`config.mk`:
```
export PLATFORM = sky130hd
export DESIGN_NAME = mpstlb_cover
export DESIGN_NICKNAME = d
export VERILOG_FILES = /design/src/rtl/mpstlb_pkg.sv /design/src/rtl/mpstlb_cover.sv
export SDC_FILE = /design/constraint.sdc
export NUM_CORES = 1
export LEC_CHECK = 0
export ABC_CLOCK_PERIOD_IN_PS = 7200
export BUFFER_PORTS_ARGS = -buffer_cell sky130_fd_sc_hd__buf_2
export CAP_MARGIN = 0
export CORE_ASPECT_RATIO = 1.75
export CORE_MARGIN = 2
export CORE_UTILIZATION = 40
export DETAILED_ROUTE_END_ITERATION = 12
export GPL_ROUTABILITY_DRIVEN = 0
export PLACE_DENSITY = 0.7
export SYNTH_ARGS = -nofsm -noshare
export SYNTH_HDL_FRONTEND = slang
export SYNTH_SLANG_ARGS = --single-unit
```
`constraint.sdc`:
```
create_clock -name vclk -period 7.2
set_input_delay 1.44 -clock vclk [all_inputs]
set_output_delay 1.44 -clock vclk [all_outputs]
set_load 0.005 [all_outputs]
```
`src/rtl/mpstlb_pkg.sv`:
```
// ============================================================================
// mpstlb_pkg
// Shared types, widths and constants of the mixed page size TLB.
// ============================================================================
`default_nettype none

package mpstlb_pkg;

    localparam int ENTRIES_DEF = 64;

    localparam int VA_W    = 64;
    localparam int PA_W    = 52;
    localparam int SZ_W    = 2;
    localparam int LEN_W   = 13;
    localparam int OFF_W   = 30;   // largest page is 1 GiB
    localparam int PAGE_W  = 31;   // holds page size and offset plus length
    localparam int ST_W    = 3;
    localparam int IN_W    = 136;  // 131 payload bits, padded to bytes
    localparam int OUT_W   = 64;   // 57 payload bits, padded to bytes

    localparam logic MODE_INSERT = 1'b0;
    localparam logic MODE_XLATE  = 1'b1;

    localparam logic [SZ_W-1:0] SZ_4K = 2'd0;
    localparam logic [SZ_W-1:0] SZ_2M = 2'd1;
    localparam logic [SZ_W-1:0] SZ_1G = 2'd2;

    typedef enum logic [ST_W-1:0] {
        ST_OK      = 3'd0,
        ST_MISS    = 3'd1,
        ST_CROSS   = 3'd2,
        ST_COVERED = 3'd3,
        ST_FULL    = 3'd4
    } status_t;

    typedef struct packed {
        logic [VA_W-1:0] virt;
        logic [PA_W-1:0] phys;
        logic [SZ_W-1:0] size;
    } entry_t;

    typedef struct packed {
        logic             covered;
        logic [OFF_W-1:0] off;
    } cover_t;

    // page bytes for a stored size code; code three reads as 1 GiB
    function automatic logic [PAGE_W-1:0] page_bytes(input logic [SZ_W-1:0] code);
        logic [PAGE_W-1:0] bytes;
        unique case (code)
            SZ_4K:   bytes = PAGE_W'(4096);
            SZ_2M:   bytes = PAGE_W'(2097152);
            default: bytes = PAGE_W'(1073741824);
        endcase
        return bytes;
    endfunction

endpackage

`default_nettype wire

```
`src/rtl/mpstlb_cover.sv`:
```
// ============================================================================
// mpstlb_cover
// Range check of one entry against an address, offset into its page.
// ============================================================================
`default_nettype none

module mpstlb_cover
    import mpstlb_pkg::*;
(
    input  wire logic [VA_W-1:0] va,
    input  wire entry_t          entry,
    output cover_t               result
);

    logic [VA_W:0] diff;

    // 65-bit subtract: top bit set means address below base
    assign diff = {1'b0, va} - {1'b0, entry.virt};

    assign result.covered = !diff[VA_W] &&
        (diff[VA_W-1:0] < {{(VA_W-PAGE_W){1'b0}}, page_bytes(entry.size)});
    assign result.off = diff[OFF_W-1:0];

endmodule

`default_nettype wire

```
## Word level (Yosys, flattened, before mapping)

Cells that the tools add are included.

- $add $sub $neg: 1
- $lt $le $gt $ge: 1
- Eq/ne operators: 1
- Mux-type cells: 1
- Reduce and logical (&&, ||, !) cells: 3

Operators by type and width:

| operator | number |
|---|---|
| $sub A64 B64 Y65 | 1 |
| $lt A64 B31 Y1 | 1 |
| $pmux W31 S2 | 1 |
| $eq A2 B1 Y1 const B | 1 |
| $logic_not A2 Y1 | 1 |
| $logic_and A1 B1 Y1 | 1 |
| $logic_not A1 Y1 | 1 |

- Register bits after elaboration: 0
- Input bits: 182
- Output and inout bits: 31

## Longest topological paths before layout

Gate-level depths: netlist of the first run.

- Word-level depth: 4
- Gate-level depth with buffers: 20

## Worst setup path before layout of the first run

OpenSTA, ideal clock, no wires.

- Path type: input-to-output
- Start point: input port va[0]
- End point: output port result[30] in the netlist's numbering
- Arrival time: 5228 ps
- Required time: 5760 ps
- Path slack: 532 ps
- Stages: 20
- Path buffers: 0
- Cells stage by stage: inv_1 > ha_1 > fa_1 > nand2b_1 > a21oi_1 > o2111ai_1 > nand3_1 > o21a_1 > xor2_1 > ha_1 > a2111o_1 > a211oi_1 > o221ai_1 > a2111oi_0 > o2111ai_1 > nor3_1 > nand4_1 > nor4_1 > nand4b_1 > nor4_2

RTL lines:

| element | line | RTL |
|---|---|---|
| start: declaration | mpstlb_cover.sv:10 | `input wire logic [VA_W-1:0] va,` |
| end: declaration | mpstlb_cover.sv:12 | `output cover_t result` |

==> reports/metrics.json, run 1 <==
{
  "drc": 0,
  "outcome": "finished, final reports clean",
  "grt_use_total": 0.252,
  "final_antenna_net_count": 0,
  "cp_data_arrival_time_ps": 5520,
  "firstDrtPassIters": 8,
  "number_of_different_library_cells_in_the_post_synthesis_netlist": 64,
  "pin_count": 213,
  "synth-warning-count": 0,
  "vdd_ir_drop_max_uv": 38.1,
  "syn2layout_area_growth_pct": 25.2,
  "detail_route.vias_per_cell": 5.93,
  "grt_start_max_net_pins": 13,
  "startpoint_type": "input port",
  "antenna_violations_before_repair": 0,
  "finalInstanceArea_mm2": 0.00588,
  "grt_pass1_wl_um": 26800,
  "synth_top_cell_by_area": "sky130_fd_sc_hd__ha_1",
  "seq_area_frac_synth": 0,
  "max_freq_mhz": 144,
  "numPortBuffers": 161,
  "hold_class": "in -> out",
  "dieWidth_um": 85.9,
  "crit_path_max_incr_delay_ps": 330,
  "avgRoutedWirePerCell_um": 15.8,
  "detailroute.via_count": 6171,
  "hold_violations": 0,
  "grt-ovfl-total": 0,
  "numSequentialCells": 0,
  "first_iter_violations": 270,
  "post-route-util": 0.511,
  "crit_path_max_fo": 6,
  "relSlewSlack": 0.583,
  "max_cap_violations": 0,
  "syn_area_mm2": 0.00470,
  "initial_utilization": 0.408,
  "worstPathRequired_ps": 5760,
  "die_height_um": 147,
  "rows": 52,
  "average_instance_area_after_synthesis_um2": 6.30,
  "die_area_mm2": 0.0127,
  "core-area_mm2": 0.0115,
  "insertedDiodeCount": 0,
  "grt_pass1_vias": 6153,
  "period_share": 0.967,
  "dpl-instance-area_mm2": 0.00576,
  "synth_cells": 745,
  "netlist_top_cells_area": "sky130_fd_sc_hd__ha_1, sky130_fd_sc_hd__a21oi_1, sky130_fd_sc_hd__inv_1",
  "mappedNetlistNets": 994,
  "postCtsSetupRepairBufs": 0,
  "timing.critical_path.cells": "buf_2 > ha_1 > buf_4 > a21oi_4 > o21ai_0 > a22oi_1 > nand3_2 > o21a_1 > xor2_1 > ha_1 > a2111o_1 > a211oi_2 > o221ai_2 > a2111oi_2 > o2111ai_1 > nor3_1 > nand4_1 > nor4_2 > nand4b_1 > nor4_2 > buf_2",
  "sequential_cell_area_um2": 0,
  "setup_violations": 0,
  "num-clock-buffers": 0,
  "finish.net_count": 1157,
  "final_layout_size_suffix_gt1_frac": 0.257,
  "layout_commonest_cell": "sky130_fd_sc_hd__buf_2",
  "layout_min_cycle_time_ps": 6960,
  "dp_hpwl_um": 14400,
  "cpMaxStageDelayCell": "sky130_fd_sc_hd__nor4_2",
  "critical_path_class": "in -> out",
  "drv_slew": 0,
  "route.final.wire_length_um": 16500,
  "power.density_cell_area_mw_per_mm2": 94.9,
  "endpoint_kind": "primary output",
  "layout.cells.most_common_list": "sky130_fd_sc_hd__buf_2, sky130_fd_sc_hd__inv_1, sky130_fd_sc_hd__a21oi_1, sky130_fd_sc_hd__nand2_1, sky130_fd_sc_hd__ha_1",
  "yosys.area.top_type_share": 0.176,
  "power.static_leakage_nw": 2.89,
  "tightestPinTransition_ps": 626
}
## Yosys cell counts, types with 10 or more instances
cell type,count
sky130_fd_sc_hd__nor3_1,12
sky130_fd_sc_hd__xor2_1,15
sky130_fd_sc_hd__clkbuf_1,24
sky130_fd_sc_hd__o21ai_0,49
sky130_fd_sc_hd__o211ai_1,10
sky130_fd_sc_hd__a21o_1,15
sky130_fd_sc_hd__nand4_1,35
sky130_fd_sc_hd__or3_1,10
sky130_fd_sc_hd__inv_1,79
sky130_fd_sc_hd__a211oi_1,10
sky130_fd_sc_hd__nand2_1,77
sky130_fd_sc_hd__a21oi_1,86
sky130_fd_sc_hd__nor2_1,62
sky130_fd_sc_hd__ha_1,66
sky130_fd_sc_hd__o21a_1,21
sky130_fd_sc_hd__xnor2_1,27
## worst paths after layout
check	from	end	slack (ps)	cells after the start
worst min-delay path	entry[54]	result[0]	3230	4
worst max-delay path	va[17]	result[30]	240	21
## timing repair
item,4_1_cts,5_1_grt
resized for setup,3,25
hold buffers,0,0
pin swaps,1,17
endpoints found under the setup margin,1,1
gates cloned,0,0
hold endpoints to repair,0,0
## cell families after synthesis
| family | synth area share |
|---|---|
| XOR/XNOR | 0.0783 |
| buffers and inverters | 0.0965 |
| AO/OA/AOI/OAI | 0.359 |
| AND/OR/NAND/NOR | 0.272 |
| adder cells (fa/ha/maj) | 0.180 |
| multiplexers | 0.0133 |
## per-layer routing
layer | GRT usage | vias up | share of wire | wire, um
met5 | 0 | - | 0 | 0
met2 | 0.506 | 260 | 0.55 | 9080
met1 | 0.234 | 2793 | 0.34 | 5530
li1 | - | 3041 | - | -
met4 | 0.145 | 0 | 0.061 | 1010
met3 | 0.0219 | 77 | 0.052 | 852
## metrics by stage
stage | power [mW] | setup TNS, ps | instances | setup WS [ps] | hold WS (ps)
finish | 0.558 | 0 | 1041 | 238 | 3230
global route | 0.614 | -7.03 | 1041 | -7.03 | 3250
CTS | 0.540 | 0 | 1041 | 12.7 | 3210
detailed placement | 0.536 | -184 | 1041 | -184 | 3210
global placement | 0.533 | -85.4 | 1041 | -85.4 | 3200
floorplan | 0.352 | 0 | 745 | 532 | 3010
## worst max-delay path, delay by kind of cell
family	cells	cell delay [ps]
AO/OA/AOI/OAI	9	1830
XOR/XNOR	1	150
adder cells (fa/ha/maj)	2	510
buffers and inverters	3	430
AND/OR/NAND/NOR	6	1150
## cell type report
cell class	count	area, um^2
Fill cell	1227	5640
Inverter	79	297
Multi-Input combinational cell	633	4360
Tap cell	135	169
Timing Repair Buffer	194	1060
## power by group
group / internal, mW / switching (mW)
Sequential: 0 / 0
Combinational: 0.238 / 0.320
Clock: 0 / 0
Total: 0.238 / 0.320
No activity file was read; power rests on OpenSTA's default activity.
==> run 2: changes to the inputs <==
- CORE_ASPECT_RATIO: 1.75 -> default
==> reports/metrics.json, run 2 (synthesized netlist as in run 1, its figures left out) <==
{
  "outcome": "finished, final reports clean",
  "detailroute.via_count": 5941,
  "antenna_violations_before_repair": 0,
  "numSequentialCells": 0,
  "relSlewSlack": 0.612,
  "max_cap_violations": 0,
  "last_element_of_the_critical_path": "result[30]",
  "max_freq_mhz": 144,
  "finalInstanceArea_mm2": 0.00578,
  "critical_path_class": "in -> out",
  "worstPathRequired_ps": 5760,
  "num-clock-buffers": 0,
  "initial_utilization": 0.411,
  "pin_count": 213,
  "finish.net_count": 1154,
  "startpoint_type": "input port",
  "layout.cells.most_common_list": "sky130_fd_sc_hd__buf_2, sky130_fd_sc_hd__a21oi_1, sky130_fd_sc_hd__inv_1, sky130_fd_sc_hd__nand2_1, sky130_fd_sc_hd__ha_1",
  "layout_commonest_cell": "sky130_fd_sc_hd__buf_2",
  "sequential_cell_area_um2": 0,
  "detail_route.vias_per_cell": 5.68,
  "power.density_cell_area_mw_per_mm2": 93.3,
  "worst_setup_path_startpoint": "va[9]",
  "power.static_leakage_nw": 2.86,
  "finalPower_mw": 0.540,
  "firstDrtPassIters": 6,
  "drc": 0,
  "dpl-instance-area_mm2": 0.00574,
  "grt-ovfl-total": 0,
  "hold_violations": 0,
  "avgRoutedWirePerCell_um": 14.5,
  "die_height_um": 112,
  "endpoint_kind": "primary output",
  "hold_buffers": 0,
  "grt_start_max_net_pins": 13,
  "grt_pass1_wl_um": 25000,
  "grt_pass1_vias": 5409,
  "final_layout_size_suffix_gt1_frac": 0.241,
  "cpMaxStageDelayCell": "sky130_fd_sc_hd__a2111o_1",
  "critical_path_cell_count": 20,
  "crit_path_max_fo": 6,
  "cp_data_arrival_time_ps": 5520,
  "numPortBuffers": 161,
  "dp_hpwl_um": 13200,
  "crit_path_max_incr_delay_ps": 410,
  "insertedDiodeCount": 0,
  "post-route-util": 0.507,
  "rows": 39,
  "grt_use_total": 0.229,
  "route.final.wire_length_um": 15200,
  "first_iter_violations": 516,
  "hold_class": "in -> out",
  "setup_violations": 0,
  "final_antenna_net_count": 0,
  "layout_min_cycle_time_ps": 6960,
  "die_area_mm2": 0.0126,
  "timing.critical_path.cells": "buf_2 > ha_1 > a21oi_1 > o21ai_0 > a21oi_1 > nand3_2 > o21a_1 > xor2_1 > ha_1 > a2111o_1 > a211oi_1 > o221ai_1 > a2111oi_2 > o2111ai_1 > nor3_1 > nand4_1 > nor4_2 > nand4b_1 > nor4_2 > buf_2",
  "dieWidth_um": 112,
  "core-area_mm2": 0.0114,
  "vdd_ir_drop_max_uv": 48.5,
  "drv_slew": 0,
  "period_share": 0.966,
  "syn2layout_area_growth_pct": 23.2,
  "cp.buffers_inverters": 2,
  "path_delay_family": "compound AO/OA/AOI/OAI gates",
  "tightestPinTransition_ps": 582
}
[run 2: changes by cell type in the layout (fill, tap and decap cells not counted), moves of 2 or more]
| cell | change |
|---|---|
| sky130_fd_sc_hd__a21oi_2 | -2 |
| sky130_fd_sc_hd__o21ai_0 | +4 |
| sky130_fd_sc_hd__buf_4 | -2 |
| sky130_fd_sc_hd__a21oi_4 | -4 |
| sky130_fd_sc_hd__a21oi_1 | +6 |
| sky130_fd_sc_hd__o21ai_1 | -3 |
[run 2: final cells by class]
| type | instances | area [um^2] |
|---|---|---|
| timing repair buffer | 191 | 1030 |
| tap | 143 | 179 |
| fill | 1278 | 5630 |
| multi-input combinational | 633 | 4280 |
| inverter | 79 | 297 |
[run 2: worst min-delay path: stages]
cell and delay (ps):
sky130_fd_sc_hd__buf_2 80, sky130_fd_sc_hd__ha_1 100, sky130_fd_sc_hd__inv_1 30, sky130_fd_sc_hd__buf_2 110
[run 2: metal layers]
layer | global-route usage | wire (um) | share of wire
met4 | 0.0341 | 200 | 0.013
met5 | 0 | 0 | 0
met3 | 0.0151 | 1150 | 0.076
met1 | 0.349 | 7400 | 0.49
met2 | 0.362 | 6410 | 0.42
[run 2: timing repair]
action	4_1_cts	5_1_grt
buffers inserted	0	1
endpoints found under the hold margin	0	0
setup endpoints to repair	1	1
pin swaps	0	8
resized for setup	2	5
[run 2: stage by stage]
stage / hold slack, ps / setup TNS, ps / worst slack [ps] / std cells
final: 3200 / 0 / 243 / 1046
after global routing: 3220 / -22.1 / -22.1 / 1046
after CTS: 3200 / 0 / 45.2 / 1045
after detailed placement: 3200 / -18.6 / -18.6 / 1045
after global placement: 3200 / 0 / 41.0 / 1045
after floorplan: 3010 / 0 / 532 / 745
[run 2: worst min path at each step]
| stage | start | end | slack, ps | cells past startpoint |
|---|---|---|---|---|
| floorplan | entry[54] | result[0] | 3010 | 2 |
| global placement | entry[54] | result[0] | 3200 | 4 |
| detailed placement | entry[54] | result[0] | 3200 | 4 |
| CTS | entry[54] | result[0] | 3200 | 4 |
| global route | entry[54] | result[0] | 3220 | 4 |
| finish | entry[54] | result[0] | 3200 | 4 |
[run 2: report_power, final]
part | leakage, nW | switching [mW] | total (mW) | internal [mW]
clock | 0 | 0 | 0 | 0
sequential | 0 | 0 | 0 | 0
combinational | 2.86 | 0.306 | 0.540 | 0.234
